### src/sv/spim_pkg.sv
// ----------------------------------------------------------------------------
// spim_pkg: shared types and constants for the SPI register access master
// Request and result layouts, command bytes, and the OTP sequence words.
// ----------------------------------------------------------------------------
`default_nettype none

package spim_pkg;

  // Request kinds as they arrive on the input channel.
  typedef enum logic [1:0] {
    OP_TICK  = 2'd0,
    OP_WRITE = 2'd1,
    OP_READ  = 2'd2,
    OP_OTP   = 2'd3
  } op_t;

  // Pin phase of the serial engine.
  typedef enum logic [1:0] {
    PH_IDLE = 2'd0,
    PH_LOW  = 2'd1,
    PH_HIGH = 2'd2,
    PH_GAP  = 2'd3
  } phase_t;

  // Sequence that the engine is running.
  typedef enum logic [1:0] {
    SEQ_NONE  = 2'd0,
    SEQ_WRITE = 2'd1,
    SEQ_READ  = 2'd2,
    SEQ_OTP   = 2'd3
  } seq_t;

  localparam int SEL_W       = 2;
  localparam int QUEUE_DEPTH = 2;
  localparam int QPTR_W      = $clog2(QUEUE_DEPTH);
  localparam int QCNT_W      = $clog2(QUEUE_DEPTH + 1);

  // Command bytes.
  localparam logic [7:0] CMD_WRITE      = 8'h80;
  localparam logic [7:0] CMD_WRITE_WAVE = 8'hC0;
  localparam logic [7:0] CMD_READ       = 8'h00;
  localparam logic [7:0] CMD_READ_WAVE  = 8'h40;

  // OTP access registers and control values.
  localparam logic [7:0] OTP_ADDR_REG   = 8'h1D;
  localparam logic [7:0] OTP_CTRL_REG   = 8'h1B;
  localparam logic [7:0] OTP_CTRL_START = 8'h54;
  localparam logic [7:0] OTP_DATA_REG   = 8'h1E;
  localparam logic [7:0] OTP_CTRL_STOP  = 8'h50;

  // Bit index of the final clock-high phase of a transaction.
  localparam logic [4:0] LAST_BIT_WRITE = 5'd31;
  localparam logic [4:0] LAST_BIT_READ  = 5'd23;

  // OTP sequence steps.
  localparam logic [1:0] OTP_STEP_ADDR  = 2'd0;
  localparam logic [1:0] OTP_STEP_START = 2'd1;
  localparam logic [1:0] OTP_STEP_READ  = 2'd2;
  localparam logic [1:0] OTP_STEP_STOP  = 2'd3;

  // Classified request handed from the front to the engine.
  typedef struct packed {
    op_t         op;
    logic        chip;
    logic [7:0]  addr;
    logic [31:0] word;
    logic        miso;
  } req_t;

  // One result item.
  typedef struct packed {
    logic             rejected;
    logic [7:0]       read_data;
    logic             done_res;
    logic             busy_res;
    logic             mosi;
    logic             sclk;
    logic [SEL_W-1:0] select_n;
  } res_t;

  function automatic logic [31:0] write_word(input logic [7:0] addr,
                                             input logic [7:0] cmd,
                                             input logic [7:0] data);
    write_word = {addr, cmd, data, 8'h00};
  endfunction

  function automatic logic [31:0] read_word(input logic [7:0] addr,
                                            input logic [7:0] cmd);
    read_word = {addr, cmd, 16'h0000};
  endfunction

  // Serial word for one step of the OTP read sequence.
  function automatic logic [31:0] otp_word(input logic [1:0] step,
                                           input logic [7:0] otp_addr);
    case (step)
      OTP_STEP_ADDR:  otp_word = write_word(OTP_ADDR_REG, CMD_WRITE, otp_addr);
      OTP_STEP_START: otp_word = write_word(OTP_CTRL_REG, CMD_WRITE, OTP_CTRL_START);
      OTP_STEP_READ:  otp_word = read_word(OTP_DATA_REG, CMD_READ);
      default:        otp_word = write_word(OTP_CTRL_REG, CMD_WRITE, OTP_CTRL_STOP);
    endcase
  endfunction

endpackage

`default_nettype wire

### src/sv/spim_front.sv
// ----------------------------------------------------------------------------
// spim_front: request classifier
// Unpacks an input item, decodes its kind and builds the serial word.
// ----------------------------------------------------------------------------
`default_nettype none

module spim_front (
  input  wire logic          in_tvalid,
  output logic               in_tready,
  input  wire logic [23:0]   in_tdata,
  input  wire logic [1:0]    in_tuser,
  input  wire logic          q_full,
  output logic               q_push,
  output spim_pkg::req_t     q_req
);

  logic       chip;
  logic [7:0] reg_addr;
  logic [7:0] write_data;
  logic       wave_space;
  logic       miso;

  // Field unpacking.
  assign chip       = in_tdata[0];
  assign reg_addr   = in_tdata[8:1];
  assign write_data = in_tdata[16:9];
  assign wave_space = in_tdata[17];
  assign miso       = in_tdata[18];

  assign in_tready = !q_full;
  assign q_push    = in_tvalid && !q_full;

  // Classification and serial word assembly.
  always_comb begin
    q_req.op   = spim_pkg::op_t'(in_tuser);
    q_req.chip = chip;
    q_req.addr = reg_addr;
    q_req.miso = miso;
    case (spim_pkg::op_t'(in_tuser))
      spim_pkg::OP_WRITE: begin
        q_req.word = spim_pkg::write_word(reg_addr,
            wave_space ? spim_pkg::CMD_WRITE_WAVE : spim_pkg::CMD_WRITE, write_data);
      end
      spim_pkg::OP_READ: begin
        q_req.word = spim_pkg::read_word(reg_addr,
            wave_space ? spim_pkg::CMD_READ_WAVE : spim_pkg::CMD_READ);
      end
      spim_pkg::OP_OTP: begin
        q_req.word = spim_pkg::otp_word(spim_pkg::OTP_STEP_ADDR, reg_addr);
      end
      default: begin
        q_req.word = '0;
      end
    endcase
  end

endmodule

`default_nettype wire

### src/sv/spim_queue.sv
// ----------------------------------------------------------------------------
// spim_queue: request queue
// Short first-in first-out queue between the classifier and the engine.
// ----------------------------------------------------------------------------
`default_nettype none

module spim_queue (
  input  wire logic           clk,
  input  wire logic           rst_n,
  input  wire logic           push,
  input  wire spim_pkg::req_t push_req,
  output logic                full,
  input  wire logic           pop,
  output logic                pop_valid,
  output spim_pkg::req_t      pop_req
);

  spim_pkg::req_t                    entry_r [spim_pkg::QUEUE_DEPTH];
  logic [spim_pkg::QPTR_W-1:0]       wr_ptr_r, wr_ptr_nxt;
  logic [spim_pkg::QPTR_W-1:0]       rd_ptr_r, rd_ptr_nxt;
  logic [spim_pkg::QCNT_W-1:0]       count_r, count_nxt;
  logic                              do_pop;

  assign full      = (count_r == spim_pkg::QCNT_W'(spim_pkg::QUEUE_DEPTH));
  assign pop_valid = (count_r != '0);
  assign pop_req   = entry_r[rd_ptr_r];
  assign do_pop    = pop && pop_valid;

  // Pointer and fill count update.
  always_comb begin
    wr_ptr_nxt = wr_ptr_r;
    rd_ptr_nxt = rd_ptr_r;
    count_nxt  = count_r;
    if (push) begin
      wr_ptr_nxt = (wr_ptr_r == spim_pkg::QPTR_W'(spim_pkg::QUEUE_DEPTH - 1)) ?
                   '0 : wr_ptr_r + 1'b1;
    end
    if (do_pop) begin
      rd_ptr_nxt = (rd_ptr_r == spim_pkg::QPTR_W'(spim_pkg::QUEUE_DEPTH - 1)) ?
                   '0 : rd_ptr_r + 1'b1;
    end
    if (push && !do_pop) begin
      count_nxt = count_r + 1'b1;
    end else if (!push && do_pop) begin
      count_nxt = count_r - 1'b1;
    end
  end

  always_ff @(posedge clk) begin
    if (!rst_n) begin
      wr_ptr_r <= '0;
      rd_ptr_r <= '0;
      count_r  <= '0;
    end else begin
      wr_ptr_r <= wr_ptr_nxt;
      rd_ptr_r <= rd_ptr_nxt;
      count_r  <= count_nxt;
    end
  end

  // Storage needs no reset.
  always_ff @(posedge clk) begin
    if (push) begin
      entry_r[wr_ptr_r] <= push_req;
    end
  end

endmodule

`default_nettype wire

### src/sv/spim_engine.sv
// ----------------------------------------------------------------------------
// spim_engine: serial engine
// Runs the SPI pin phases, the OTP sequence and the result register.
// ----------------------------------------------------------------------------
`default_nettype none

module spim_engine #(
  parameter int NUM_CHIPS = 2
) (
  input  wire logic          clk,
  input  wire logic          rst_n,
  input  wire logic          q_valid,
  input  wire spim_pkg::req_t q_req,
  output logic               q_pop,
  output logic               out_tvalid,
  input  wire logic          out_tready,
  output logic [15:0]        out_tdata
);

  spim_pkg::phase_t  phase_r, phase_nxt;
  spim_pkg::seq_t    seq_r, seq_nxt;
  logic [4:0]        bit_count_r, bit_count_nxt;
  logic [31:0]       out_shift_r, out_shift_nxt;
  logic [7:0]        in_shift_r, in_shift_nxt;
  logic              active_chip_r, active_chip_nxt;
  logic [1:0]        otp_step_r, otp_step_nxt;
  logic [7:0]        otp_addr_r, otp_addr_nxt;
  logic [7:0]        last_read_r, last_read_nxt;
  logic              done, rej;
  logic              xfer_read;
  logic              advance;
  logic              out_valid_r;
  spim_pkg::res_t    res, res_r;

  // One request is taken whenever the result register is free or drains.
  assign advance    = q_valid && (!out_valid_r || out_tready);
  assign q_pop      = advance;
  assign out_tvalid = out_valid_r;
  assign out_tdata  = {1'b0, res_r};

  assign xfer_read = (seq_r == spim_pkg::SEQ_READ) ||
                     (seq_r == spim_pkg::SEQ_OTP && otp_step_r == spim_pkg::OTP_STEP_READ);

  // Next-state logic.
  always_comb begin
    phase_nxt       = phase_r;
    seq_nxt         = seq_r;
    bit_count_nxt   = bit_count_r;
    out_shift_nxt   = out_shift_r;
    in_shift_nxt    = in_shift_r;
    active_chip_nxt = active_chip_r;
    otp_step_nxt    = otp_step_r;
    otp_addr_nxt    = otp_addr_r;
    last_read_nxt   = last_read_r;
    done            = 1'b0;
    rej             = 1'b0;
    if (q_req.op != spim_pkg::OP_TICK) begin
      if (phase_r != spim_pkg::PH_IDLE) begin
        rej = 1'b1;
      end else begin
        // New request: select asserted, first bit driven at once.
        active_chip_nxt = q_req.chip;
        out_shift_nxt   = q_req.word;
        in_shift_nxt    = '0;
        bit_count_nxt   = '0;
        phase_nxt       = spim_pkg::PH_LOW;
        case (q_req.op)
          spim_pkg::OP_WRITE: seq_nxt = spim_pkg::SEQ_WRITE;
          spim_pkg::OP_READ:  seq_nxt = spim_pkg::SEQ_READ;
          default: begin
            seq_nxt      = spim_pkg::SEQ_OTP;
            otp_addr_nxt = q_req.addr;
            otp_step_nxt = spim_pkg::OTP_STEP_ADDR;
          end
        endcase
      end
    end else begin
      case (phase_r)
        spim_pkg::PH_LOW: begin
          in_shift_nxt = {in_shift_r[6:0], q_req.miso};
          phase_nxt    = spim_pkg::PH_HIGH;
        end
        spim_pkg::PH_HIGH: begin
          if (bit_count_r >= (xfer_read ? spim_pkg::LAST_BIT_READ
                                        : spim_pkg::LAST_BIT_WRITE)) begin
            if (xfer_read) begin
              last_read_nxt = in_shift_r;
            end
            if (seq_r == spim_pkg::SEQ_OTP && otp_step_r != spim_pkg::OTP_STEP_STOP) begin
              otp_step_nxt = otp_step_r + 1'b1;
              phase_nxt    = spim_pkg::PH_GAP;
            end else begin
              phase_nxt    = spim_pkg::PH_IDLE;
              seq_nxt      = spim_pkg::SEQ_NONE;
              otp_step_nxt = spim_pkg::OTP_STEP_ADDR;
              done         = 1'b1;
            end
            bit_count_nxt = '0;
          end else begin
            bit_count_nxt = bit_count_r + 1'b1;
            out_shift_nxt = {out_shift_r[30:0], 1'b0};
            phase_nxt     = spim_pkg::PH_LOW;
          end
        end
        spim_pkg::PH_GAP: begin
          // Release gap between OTP transactions, then start the next one.
          out_shift_nxt = spim_pkg::otp_word(otp_step_r, otp_addr_r);
          in_shift_nxt  = '0;
          bit_count_nxt = '0;
          phase_nxt     = spim_pkg::PH_LOW;
        end
        default: begin
        end
      endcase
    end
  end

  // Result outputs from the updated state.
  always_comb begin
    res.select_n  = '1;
    res.sclk      = 1'b0;
    res.mosi      = 1'b0;
    if (phase_nxt == spim_pkg::PH_LOW || phase_nxt == spim_pkg::PH_HIGH) begin
      res.mosi = out_shift_nxt[31];
      res.sclk = (phase_nxt == spim_pkg::PH_HIGH);
    end
    for (int i = 0; i < spim_pkg::SEL_W; i++) begin
      res.select_n[i] = (i < NUM_CHIPS) &&
          !((phase_nxt == spim_pkg::PH_LOW || phase_nxt == spim_pkg::PH_HIGH) &&
            (int'(active_chip_nxt) < NUM_CHIPS) && (active_chip_nxt == 1'(i)));
    end
    res.busy_res  = (phase_nxt != spim_pkg::PH_IDLE);
    res.done_res  = done;
    res.read_data = last_read_nxt;
    res.rejected  = rej;
  end

  // Control state.
  always_ff @(posedge clk) begin
    if (!rst_n) begin
      phase_r       <= spim_pkg::PH_IDLE;
      seq_r         <= spim_pkg::SEQ_NONE;
      bit_count_r   <= '0;
      out_shift_r   <= '0;
      in_shift_r    <= '0;
      active_chip_r <= 1'b0;
      otp_step_r    <= '0;
      otp_addr_r    <= '0;
      last_read_r   <= '0;
      out_valid_r   <= 1'b0;
    end else begin
      if (advance) begin
        phase_r       <= phase_nxt;
        seq_r         <= seq_nxt;
        bit_count_r   <= bit_count_nxt;
        out_shift_r   <= out_shift_nxt;
        in_shift_r    <= in_shift_nxt;
        active_chip_r <= active_chip_nxt;
        otp_step_r    <= otp_step_nxt;
        otp_addr_r    <= otp_addr_nxt;
        last_read_r   <= last_read_nxt;
        out_valid_r   <= 1'b1;
      end else if (out_tready) begin
        out_valid_r   <= 1'b0;
      end
    end
  end

  // Result payload register.
  always_ff @(posedge clk) begin
    if (advance) begin
      res_r <= res;
    end
  end

`ifndef SYNTH
  a_done_idle: assert property (@(posedge clk) disable iff (!rst_n)
    out_valid_r && res_r.done_res |-> !res_r.busy_res)
    else $error("completion reported while still busy");
  a_done_rej: assert property (@(posedge clk) disable iff (!rst_n)
    out_valid_r |-> !(res_r.done_res && res_r.rejected))
    else $error("request both completed and rejected");
  a_gap_otp: assert property (@(posedge clk) disable iff (!rst_n)
    phase_r == spim_pkg::PH_GAP |-> seq_r == spim_pkg::SEQ_OTP)
    else $error("release gap outside an OTP sequence");
  a_shift_seq: assert property (@(posedge clk) disable iff (!rst_n)
    (phase_r == spim_pkg::PH_LOW || phase_r == spim_pkg::PH_HIGH) |->
    seq_r != spim_pkg::SEQ_NONE)
    else $error("shifting with no active sequence");
  a_hold_stall: assert property (@(posedge clk) disable iff (!rst_n)
    out_valid_r && !out_tready |=> $stable(phase_r) && $stable(res_r))
    else $error("engine advanced while result stalled");
`endif

endmodule

`default_nettype wire

### src/sv/spi_register_access_master.sv
// ----------------------------------------------------------------------------
// spi_register_access_master: SPI mode 0 register access master
// Classifier, request queue and serial engine for register and OTP access.
// ----------------------------------------------------------------------------
// Usage:
//   Each request on the in_ channel is a tick (kind 0) or a register write,
//   register read or OTP read. Ticks pace the SPI pins: every tick moves the
//   engine one pin phase. A request that arrives while a transaction or OTP
//   sequence is running is dropped and flagged as rejected.
//   Every request produces exactly one result on the out_ channel carrying
//   the pin levels, busy, done, the last read byte and the rejected flag.
//   Throughput is one request per clock cycle while the receiver keeps up. A
//   request enters the queue on the edge it is accepted; the engine then takes
//   it from the queue and registers its result in the output register.
//   When the receiver stalls, the result register holds and the engine waits;
//   the two-entry queue keeps taking requests until it is full, and then
//   in_tready drops.
//   After reset the engine is idle and the last read byte is zero; the result
//   register is not reset, and out_tvalid stays low until the first result.
// ----------------------------------------------------------------------------
`default_nettype none

module spi_register_access_master #(
  parameter int NUM_CHIPS = 2
) (
  input  wire logic        clk,
  input  wire logic        rst_n,
  input  wire logic        in_tvalid,
  output logic             in_tready,
  // chip [0], reg_addr [8:1], write_data [16:9], wave_space [17], miso [18]
  input  wire logic [23:0] in_tdata,
  // kind [1:0]
  input  wire logic [1:0]  in_tuser,
  output logic             out_tvalid,
  input  wire logic        out_tready,
  // select_n [1:0], sclk [2], mosi [3], busy_res [4], done_res [5],
  // read_data [13:6], rejected [14]
  output logic [15:0]      out_tdata
);

  spim_pkg::req_t push_req;
  spim_pkg::req_t pop_req;
  logic           q_full;
  logic           q_push;
  logic           q_pop;
  logic           q_valid;

  spim_front u_front (
    .in_tvalid (in_tvalid),
    .in_tready (in_tready),
    .in_tdata  (in_tdata),
    .in_tuser  (in_tuser),
    .q_full    (q_full),
    .q_push    (q_push),
    .q_req     (push_req)
  );

  spim_queue u_queue (
    .clk       (clk),
    .rst_n     (rst_n),
    .push      (q_push),
    .push_req  (push_req),
    .full      (q_full),
    .pop       (q_pop),
    .pop_valid (q_valid),
    .pop_req   (pop_req)
  );

  spim_engine #(
    .NUM_CHIPS (NUM_CHIPS)
  ) u_engine (
    .clk        (clk),
    .rst_n      (rst_n),
    .q_valid    (q_valid),
    .q_req      (pop_req),
    .q_pop      (q_pop),
    .out_tvalid (out_tvalid),
    .out_tready (out_tready),
    .out_tdata  (out_tdata)
  );

endmodule

`default_nettype wire

### config.mk
export PLATFORM = sky130hd
export DESIGN_NAME = spi_register_access_master
export DESIGN_NICKNAME = d
export VERILOG_FILES = /design/src/sv/spim_pkg.sv /design/src/sv/spim_front.sv /design/src/sv/spim_queue.sv /design/src/sv/spim_engine.sv /design/src/sv/spi_register_access_master.sv
export SDC_FILE = /design/constraint.sdc
export NUM_CORES = 1
export LEC_CHECK = 0
export ABC_AREA = 0
export BUFFER_PORTS_ARGS = -buffer_cell sky130_fd_sc_hd__buf_2
export CAP_MARGIN = 20
export CORE_MARGIN = 1.5
export CORE_UTILIZATION = 40
export CTS_CLUSTER_SIZE = 24
export DETAILED_ROUTE_END_ITERATION = 8
export GPL_TIMING_DRIVEN = 0
export PLACE_DENSITY_LB_ADDON = 0.08
export SLEW_MARGIN = 20
export SYNTH_ARGS = -nofsm -noshare
export SYNTH_HDL_FRONTEND = slang
export SYNTH_SLANG_ARGS = --single-unit
### constraint.sdc
create_clock -name clk -period 3.94 [get_ports clk]
set_input_delay 1.182 -clock clk [delete_from_list [all_inputs] [get_ports clk]]
set_output_delay 1.182 -clock clk [all_outputs]
set_load 0.005 [all_outputs]
==> results of run 1 <==
-- kinds of logic (layout without fill, tap and decap cells) --
kind of cell	count (synthesis)	after routing	synth area share
compound gates	143	143	0.1324
xor+xnor	9	9	0.01259
fa+ha+maj	15	15	0.02837
buf+inv	46	121	0.03296
flops	148	148	0.5929
mux	47	47	0.07691
other cells	1	1	0.0005987
simple gates	156	156	0.1233
-- cells in the final DEF, fill, tap and decap left out, types with 17 or more instances in the layout --
| master | count |
|---|---|
| edfxtp_1 | 75 |
| dfxtp_1 | 73 |
| a21oi_1 | 66 |
| buf_2 | 44 |
| nand2_1 | 43 |
| nand3_1 | 38 |
| o21ai_0 | 38 |
| mux2i_1 | 38 |
| clkbuf_1 | 28 |
| nor2_1 | 27 |
| clkbuf_16 | 17 |
-- critical path, delay by kind of cell (launching register included) --
family / cells / cell delay, ns
fa+ha+maj: 2 / 0.54
buf+inv: 4 / 0.83
compound gates: 4 / 1.10
flops: 1 / 0.45
simple gates: 2 / 0.60
-- worst paths after layout --
check | from | end | slack (ns) | cells after the start
max reg2reg | u_engine.otp_step_r[0]$_SDFFE_PN0P_ | u_engine.out_shift_r[23]$_SDFFE_PN0P_ | 0.36 | 12
min reg2reg | u_engine.out_shift_r[20]$_SDFFE_PN0P_ | u_engine.out_shift_r[20]$_SDFFE_PN0P_ | 0.45 | 2
max | u_engine.otp_step_r[0]$_SDFFE_PN0P_ | u_engine.out_shift_r[23]$_SDFFE_PN0P_ | 0.36 | 12
min | u_engine.out_shift_r[20]$_SDFFE_PN0P_ | u_engine.out_shift_r[20]$_SDFFE_PN0P_ | 0.45 | 2
-- synth_stat cells (2+ instances only) --
| library cell | number |
|---|---|
| a21oi_1 | 66 |
| buf_6 | 3 |
| buf_4 | 2 |
| nand2b_1 | 3 |
| nor2b_1 | 13 |
| and3_1 | 4 |
| xor2_1 | 6 |
| nand3_1 | 38 |
| maj3_1 | 4 |
| nand2_1 | 43 |
| nor3_1 | 5 |
| or3_1 | 7 |
| inv_1 | 10 |
| xnor2_1 | 3 |
| clkbuf_1 | 26 |
| a211oi_1 | 12 |
| dfxtp_1 | 73 |
| nor2_1 | 28 |
| o22ai_1 | 8 |
| mux2i_1 | 38 |
| o21ai_0 | 38 |
| a31oi_1 | 2 |
| a21o_1 | 2 |
| edfxtp_1 | 75 |
| buf_2 | 3 |
| o211ai_1 | 3 |
| mux2_2 | 9 |
| ha_1 | 11 |
| and2_1 | 9 |
-- cell type report --
class / count / share of cell area
timing repair buffer: 43 / 0.03347
multi-input combinational: 371 / 0.3210
clock inverter: 13 / 0.01537
clock buffer: 19 / 0.05908
sequential: 148 / 0.5068
buffer: 35 / 0.02254
inverter: 11 / 0.005635
tap: 211 / 0.03603
-- power by group through the flow --
stage | sequential (uW) | combinational (uW) | clock (uW)
finish | 2140 | 1540 | 1490
global route | 2180 | 1710 | 1580
CTS | 2140 | 1560 | 1510
detailed placement | 2170 | 1550 | 0
global placement | 2170 | 1510 | 0
floorplan | 2150 | 1070 | 0
-- flip-flops by register name (all words and copies together), names as in the netlist, named ones only --
signal,cells
u_engine.out_tvalid,1
u_engine.last_read_r,8
u_engine.bit_count_r,5
u_engine.out_tdata,15
u_engine.seq_r,2
u_queue.wr_ptr_r,1
u_engine.otp_step_r,2
u_engine.out_shift_r,31
u_engine.phase_r,2
u_engine.otp_addr_r,8
u_queue.entry_r,60
u_queue.count_r,2
u_engine.in_shift_r,8
u_queue.rd_ptr_r,1
u_engine.active_chip_r,1
-- through the flow --
stage | utilization | instances | hold WS [ns]
floorplan | - | 565 | 0.4321
global placement | 0.4412 | 817 | 0.4403
detailed placement | 0.4444 | 819 | 0.4435
CTS | 0.4802 | 851 | 0.4524
global route | 0.4802 | 851 | 0.4727
finish | 0.4802 | 851 | 0.4519
-- per-layer routing --
layer / routed length (um) / vias to the layer above
met4: 365 / 0
met3: 489 / 21
li1: - / 2175
met1: 6360 / 2097
met2: 6495 / 98
met5: 0 / -
==> results.yml, run 1 <==
cells_and_area:
  ff_latch_area_sq_um: 3714
  drive_gt1_frac: 0.1547
  nets: 668
  area_growth_pct: 16.98
  antenna_cells: 0
  multiInputGateArea_sq_um: 2352
  fin_area_sq_um: 7327
  n_fill_cell: 1404
clocking:
  cts_sinks: 148
  numCtsBuffers: 17
  holdBufCountCts: 0
  ctsResizeCount: 0
  clkLatencyLatePin_ns: 0.42
  clockBufferDepth: 2
  cts_root_buf: "clkbuf_16"
  cts_setup_buffers: 0
  cts_tree: "done"
  path_clk_slew_ns: 0.06
  h-tree-depth: 4
critical_path:
  endpoint_kind: "flop"
  cpPeakStageDelay_ns: 0.50
  startpoint_type: "flop"
  cp_cell_sequence: "inv_1 -> ha_1 -> o21ai_0 -> inv_1 -> ha_1 -> a211o_1 -> and3_1 -> clkbuf_1 -> nor2_2 -> clkbuf_1 -> a21oi_1 -> a21oi_1"
  arrival_ns: 3.93
  cp_slowest_cell: "o21ai_0"
  path_class: "reg -> reg"
  cp_max_fo: 10
  worstPathRequired_ns: 4.29
global_route:
  gr-usage-met3: 0.03756
  use_met2: 0.2815
  antenna_found_initial: 0
  grt_max_degree: 30
  top_usage_layer: "met2"
  globalRouteMet1Util: 0.2220
  grt_pass1_vias: 4234
  grt_pass1_wl_um: 21770
  grt_use_total: 0.1749
  gr-total-overflow: 0
placement:
  hpwlAfterDp_um: 9632
  placed_area_sq_um: 6782
  gp_congestion: 0.8597
  pre_cts_ws_ns: 0.3568
  io_buffers: 41
synth:
  synthFlopType: "edfxtp_1"
  synth_top_cell_area_share: 0.3596
  syn_area_per_cell_sq_um: 11.09
  syn_nets: 606
  ys_ff_latch: 148
  synth_cell_types: 50
  synth_area_leader_cell: "edfxtp_1"
  synth-edff-count: 75
  syn_area_sq_um: 6264
  synthArstFlopShare: 0
  ys_seq_area_frac: 0.5929
  synth_warnings: 0
  synth_cells: 565
  synth.area.top_cells: "edfxtp_1, dfxtp_1, mux2i_1, a21oi_1, nand3_1"
power:
  clkPwrFrac: 0.288
  sequentialPowerShare: 0.414
  power_frac_comb: 0.298
  power_density_nw_per_um2: 705.7
  p_leak_uw: 0.002594
  swShare: 0.3375
  p_switching_uw: 1745
  internal-power_uw: 3426
  ir_drop_mv: 0.2985
  total_power_uw: 5171
timing:
  period_minus_slack_ns: 3.582
  fmax_mhz: 279.2
  post-route-period-util: 0.9092
  worst_pin_slew_ns: 0.8677
  slew_viol_final: 0
  rsz0062_at_grt: "false"
  hold_viol: 0
  setup_viol: 0
  relSlewSlack: 0.4171
  fin_setup_tns_ns: 0
  finClkSkew_ns: 0.006257
  setup_ws_ns: 0.3578
die:
  core.rowCount: 45
  ios: 48
  core_area_sq_um: 15260
  dieWidth_um: 128.1
  dieArea_sq_um: 16420
  die_y_um: 128.1
  start_util: 0.4105
route:
  post_drt_via_cell_ratio: 5.160
  num_vias: 4391
  wirelength_um: 13710
  drc_errors: 0
  wl_per_cell_um: 16.11
  drtIter0Drc: 212
  antenna_left: 0
  first_pass_iters: 5
min_path:
  hp-class: "reg -> reg"
job:
  drv_cap: 0
run_status:
  status: "completed"
(Power assumes the default switching activity.)
==> run 2, diff against run 1 <==
==> constraint.sdc (replaced) <==
create_clock -name clk -period 3.07 [get_ports clk]
set_input_delay 0.921 -clock clk [delete_from_list [all_inputs] [get_ports clk]]
set_output_delay 0.921 -clock clk [all_outputs]
set_load 0.05 [all_outputs]
==> run 2 against run 1 <==
Register-to-register slack got worse by 0.19 ns; critical path type unchanged; final cell count rose by 0.12%; worst setup slack got worse by 0.19 ns; largest power group unchanged.
==> results.yml, run 2 (synthesis results as in run 1) <==
run_status:
  status: "completed"
timing:
  fmax_mhz: 344.3
  finClkSkew_ns: 0.005790
  setup_viol: 0
  hold_viol: 0
  period_minus_slack_ns: 2.904
  slew_viol_final: 0
  relSlewSlack: 0.4394
  worst_pin_slew_ns: 0.8345
  rsz0062_at_grt: "false"
  post-route-period-util: 0.9460
  worst_hold_slack_ns: 0.4538
cells_and_area:
  n_fill_cell: 1389
  largest_register_ffs: 60
  stdcell_count: 852
  multiInputGateArea_sq_um: 2414
  area_growth_pct: 18.54
  top_register: "u_queue.entry_r"
  layout_commonest_cell: "edfxtp_1"
  final_cell_mix: "edfxtp_1, dfxtp_1, a21oi_1"
  nets: 669
  ff_latch_area_sq_um: 3715
  drive_gt1_frac: 0.1763
  antenna_cells: 0
critical_path:
  r2r-end: "u_engine.out_tdata[3]$_SDFFCE_PN0P_"
  cp_max_fo: 7
  cpPeakStageDelay_ns: 0.39
  arrival_ns: 3.06
  r2r_cells: 12
  path_class: "reg -> reg"
  cp_cell_sequence: "inv_1 -> ha_2 -> o21ai_4 -> inv_1 -> ha_1 -> a211o_1 -> and3_2 -> nand2_1 -> a21o_1 -> a21oi_2 -> ha_1 -> a21boi_0"
  reg2reg_from: "u_engine.otp_step_r[0]$_SDFFE_PN0P_"
  endpoint_kind: "flop"
  worstPathRequired_ns: 3.23
  cp_slowest_cell: "dfxtp_2"
  startpoint_type: "flop"
  r2r_setup_slack_ns: 0.17
die:
  dieWidth_um: 128.1
  die_y_um: 128.1
  core_area_sq_um: 15260
  ios: 48
  dieArea_sq_um: 16420
  start_util: 0.4105
  core.rowCount: 45
clocking:
  numCtsBuffers: 17
  h-tree-depth: 4
  clockBufferDepth: 2
  cts_tree: "done"
  holdBufCountCts: 0
  cts_root_buf: "clkbuf_16"
  path_clk_slew_ns: 0.06
  clkLatencyLatePin_ns: 0.42
  cts_sinks: 148
power:
  ir_drop_mv: 0.3913
  power_density_nw_per_um2: 941.0
  p_leak_uw: 0.002647
min_path:
  min_to: "u_engine.out_shift_r[19]$_SDFFE_PN0P_"
  min-delay-start: "u_engine.out_shift_r[19]$_SDFFE_PN0P_"
  hold_depth: 2
  hp-class: "reg -> reg"
route:
  wirelength_um: 13720
  drc_errors: 0
  wl_per_cell_um: 16.10
  drtIter0Drc: 184
  num_vias: 4392
  post_drt_via_cell_ratio: 5.155
  first_pass_iters: 5
  antenna_left: 0
global_route:
  grt_pass1_wl_um: 21800
  antenna_found_initial: 0
  grt_use_total: 0.1750
  gr-total-overflow: 0
  grt_max_degree: 30
  grt_pass1_vias: 4263
placement:
  dp.cells: 819
  gp_congestion: 0.8597
  io_buffers: 41
  hpwlAfterDp_um: 9632
job:
  drv_cap: 0
-- run 2: area by class of cell --
| class | instances | area share |
|---|---|---|
| sequential | 148 | 0.5003 |
| multi-input combinational | 371 | 0.3251 |
| clock buffer | 19 | 0.05831 |
| timing repair buffer | 45 | 0.03674 |
| tap | 211 | 0.03556 |
| buffer | 34 | 0.02326 |
| clock inverter | 13 | 0.01517 |
| inverter | 11 | 0.005561 |
-- run 2: metal layers --
layer  track usage  routed length (um)  vias to the layer above
li1              -                   -                     2178
met1        0.2212                6342                     2088
met2        0.2818                6485                      103
met3       0.03756                 506                       23
met4       0.09319                 380                        0
met5             0                   0                        -
-- run 2: metrics by stage --
step                      worst slack (ns)  setup TNS (ns)  utilization  instance area, sq um  power, uW
after global routing              0.003349               0       0.4866                  7425       7366
final                               0.1657               0       0.4866                  7425       6986
after global placement             -0.5087          -33.94       0.4412                  6733       5012
after floorplan                     0.1163               0            -                  6264       4435
after CTS                          0.06481               0       0.4849                  7398       7027
after detailed placement           -0.5132          -20.95       0.4444                  6782       5077
-- run 2: where the power goes --
| group | switching (uW) | internal (uW) |
|---|---|---|
| Sequential | 185 | 2570 |
| Combinational | 1570 | 752 |
| Clock | 800 | 1110 |
-- run 2: worst max-delay path by stage --
stage                                         from                                    end  slack [ns]  cells after the start
6_report       u_engine.otp_step_r[0]$_SDFFE_PN0P_    u_engine.out_tdata[3]$_SDFFCE_PN0P_        0.17                     12
5_1_grt                                       flop  u_engine.out_shift_r[20]$_SDFFE_PN0P_       0.003                     11
4_1_cts                                       flop  u_engine.out_shift_r[21]$_SDFFE_PN0P_        0.06                     10
3_5_place_dp   u_engine.otp_step_r[0]$_SDFFE_PN0P_   u_engine.last_read_r[2]$_SDFFE_PN0P_       -0.51                     10
3_3_place_gp                             in_tvalid       u_queue.entry_r[0][23]$_DFFE_PP_       -0.51                      3
2_1_floorplan  u_engine.otp_step_r[0]$_SDFFE_PN0P_    u_engine.out_tdata[2]$_SDFFCE_PN0P_        0.12                     13
-- run 2: critical path: cells and delay by family, from the launching register on --
| kind | cells | cell delay (ns) |
|---|---|---|
| AND/OR/NAND/NOR | 2 | 0.39 |
| buffers and inverters | 2 | 0.16 |
| AO/OA/AOI/OAI | 5 | 0.85 |
| adder cells (fa/ha/maj) | 3 | 0.85 |
| flip-flops | 1 | 0.39 |
-- run 2: what timing repair did --
action                                 in CTS  in global routing
endpoints found under the hold margin       0                  0
resized for setup                          13                  9
pin swaps                                   1                  0
setup endpoints to repair                  62                 44
buffers inserted                            2                  0
cloned                                      0                  0
==> run 3, diff against run 2 <==
- BUFFER_PORTS_ARGS: -buffer_cell sky130_fd_sc_hd__buf_2 -> unset
- DONT_BUFFER_PORTS: unset -> 1
==> run 3 against run 2 <==
Die area unchanged; largest power group unchanged; sequential cell count unchanged; fmax up 1.0%; cell area down 2.6%; register-to-register slack better by 0.03 ns; worst setup slack better by 0.030 ns; core utilization down 1.3 points; critical path depth unchanged; clock-buffer cell count up 2; non-clock buffer count down 40.
==> results.yml, run 3 (synthesis results as in run 1) <==
global_route:
  grt_pass1_vias: 4202
  grt_use_total: 0.1794
  use_met2: 0.2903
  globalRouteMet1Util: 0.2283
  grt_pass1_wl_um: 22200
  top_usage_layer: "met2"
  gr-usage-met3: 0.04090
  grt_max_degree: 30
  antenna_found_initial: 0
  gr-total-overflow: 0
power:
  power_frac_comb: 0.285
  p_switching_uw: 2533
  sequentialPowerShare: 0.444
  swShare: 0.3685
  ir_drop_mv: 0.4176
  internal-power_uw: 4340
  power_density_nw_per_um2: 950.6
  clkPwrFrac: 0.271
  p_leak_uw: 0.002505
cells_and_area:
  largest_register_ffs: 60
  stdcell_count: 812
  fin_area_sq_um: 7231
  final_cell_mix: "edfxtp_1, dfxtp_1, a21oi_1"
  drive_gt1_frac: 0.1248
  layout_commonest_cell: "edfxtp_1"
  area_growth_pct: 15.44
  top_register: "u_queue.entry_r"
  nets: 629
  antenna_cells: 0
  n_fill_cell: 1427
min_path:
  min-delay-start: "u_engine.out_shift_r[17]$_SDFFE_PN0P_"
  hp-class: "reg -> reg"
  min_to: "u_engine.out_shift_r[17]$_SDFFE_PN0P_"
  hold_depth: 2
timing:
  hold_viol: 0
  post-route-period-util: 0.9364
  worst_pin_slew_ns: 0.8149
  finClkSkew_ns: 0.01178
  setup_viol: 0
  setup_ws_ns: 0.1953
  rsz0062_at_grt: "false"
  slew_viol_final: 0
  relSlewSlack: 0.4526
  fmax_mhz: 347.9
  period_minus_slack_ns: 2.875
critical_path:
  r2r-end: "u_engine.out_tdata[3]$_SDFFCE_PN0P_"
  r2r_setup_slack_ns: 0.20
  endpoint_kind: "flop"
  reg2reg_from: "u_engine.otp_step_r[0]$_SDFFE_PN0P_"
  path_class: "reg -> reg"
  cp_max_fo: 7
  startpoint_type: "flop"
  worstPathRequired_ns: 3.22
  r2r_cells: 12
  arrival_ns: 3.03
job:
  drv_cap: 0
route:
  first_pass_iters: 4
  antenna_left: 0
  wirelength_um: 13580
  drtIter0Drc: 219
  num_vias: 4207
  wl_per_cell_um: 16.72
  drc_errors: 0
  post_drt_via_cell_ratio: 5.181
clocking:
  holdBufCountCts: 0
  clockBufferDepth: 2
  h-tree-depth: 4
  numCtsBuffers: 17
  cts_sinks: 148
  path_clk_slew_ns: 0.06
  clkLatencyLatePin_ns: 0.43
  cts_root_buf: "clkbuf_16"
  cts_tree: "done"
die:
  dieWidth_um: 128.1
  dieArea_sq_um: 16420
  start_util: 0.4105
  ios: 48
  core.rowCount: 45
  core_area_sq_um: 15260
  die_y_um: 128.1
placement:
  gp_congestion: 0.8441
  io_buffers: 0
  placed_area_sq_um: 6576
  pre_cts_ws_ns: -0.5326
  hpwlAfterDp_um: 9615
  dp.cells: 778
run_status:
  status: "completed"
-- run 3: cell types whose count changed in the layout (fill, tap and decap cells not counted), sizes merged --
cell      previous run  this run
buf                 54        15
bufinv               1         0
clkbuf              44        45
clkinv               8        10
clkinvlp             5         0
inv                 10        12
-- run 3: power by group through the flow --
stage | clock network (uW) | registers (uW) | logic [uW]
floorplan | 0 | 3040 | 1400
finish | 1860 | 3050 | 1960
CTS | 1910 | 3050 | 1940
global route | 1980 | 3100 | 2180
global placement | 0 | 3080 | 1850
detailed placement | 0 | 3090 | 1900
-- run 3: repair_timing --
action / in CTS / in global routing
gates resized for setup: 14 / 10
setup buffers: 2 / 2
pin swaps: 2 / 0
endpoints found under the hold margin: 0 / 0
endpoints found under the setup margin: 57 / 46
-- run 3: final cells by class --
class	count	area (sq um)	area share
Multi-Input combinational cell	371	2427	0.3357
Sequential cell	148	3715	0.5138
Timing Repair Buffer	6	82.58	0.01142
Buffer	33	168.9	0.02336
Tap cell	211	264.0	0.03651
Clock inverter	11	81.33	0.01125
Inverter	11	41.29	0.005710
Clock buffer	21	450.4	0.06229
-- run 3: metal layers --
layer  share of wire  up-vias  wire length, um
met5               0        -                0
met4           0.025        0              341
met3           0.035       25              477
met2            0.48       89             6454
met1            0.46     1982             6304
li1                -     2111                -
-- run 3: worst max-delay path by stage --
stage                                   startpoint                              endpoint  slack (ns)  cells after the start
3_3_place_gp       u_queue.count_r[0]$_SDFFE_PN0P_      u_queue.entry_r[0][24]$_DFFE_PP_       -0.64                      3
4_1_cts        u_engine.otp_step_r[0]$_SDFFE_PN0P_   u_engine.out_tdata[3]$_SDFFCE_PN0P_        0.07                     12
5_1_grt                                       flop  u_engine.out_shift_r[8]$_SDFFE_PN0P_       0.005                     11
2_1_floorplan  u_engine.otp_step_r[0]$_SDFFE_PN0P_   u_engine.out_tdata[2]$_SDFFCE_PN0P_        0.12                     13
6_report       u_engine.otp_step_r[0]$_SDFFE_PN0P_   u_engine.out_tdata[3]$_SDFFCE_PN0P_        0.20                     12
3_5_place_dp   u_engine.otp_step_r[0]$_SDFFE_PN0P_  u_engine.last_read_r[7]$_SDFFE_PN0P_       -0.53                     11
-- run 3: per-stage QoR --
stage | TNS (ns) | util | hold slack (ns) | total power, uW
4_1_cts | 0 | 0.4706 | 0.4553 | 6900
6_report | 0 | 0.4739 | 0.4521 | 6873
2_1_floorplan | 0 | - | 0.4321 | 4435
3_3_place_gp | -38.00 | 0.4278 | 0.4403 | 4930
5_1_grt | 0 | 0.4739 | 0.4738 | 7258
3_5_place_dp | -20.67 | 0.4310 | 0.4476 | 4985
-- run 3: critical path, stage by stage (launching register included) --
cell	delay, ns
dfxtp_2	0.39
inv_1	0.10
ha_2	0.25
o21ai_4	0.19
inv_1	0.06
ha_1	0.27
a21o_1	0.18
and3_4	0.26
nand2_1	0.08
a21o_1	0.19
a21oi_2	0.18
ha_1	0.30
a21boi_0	0.15
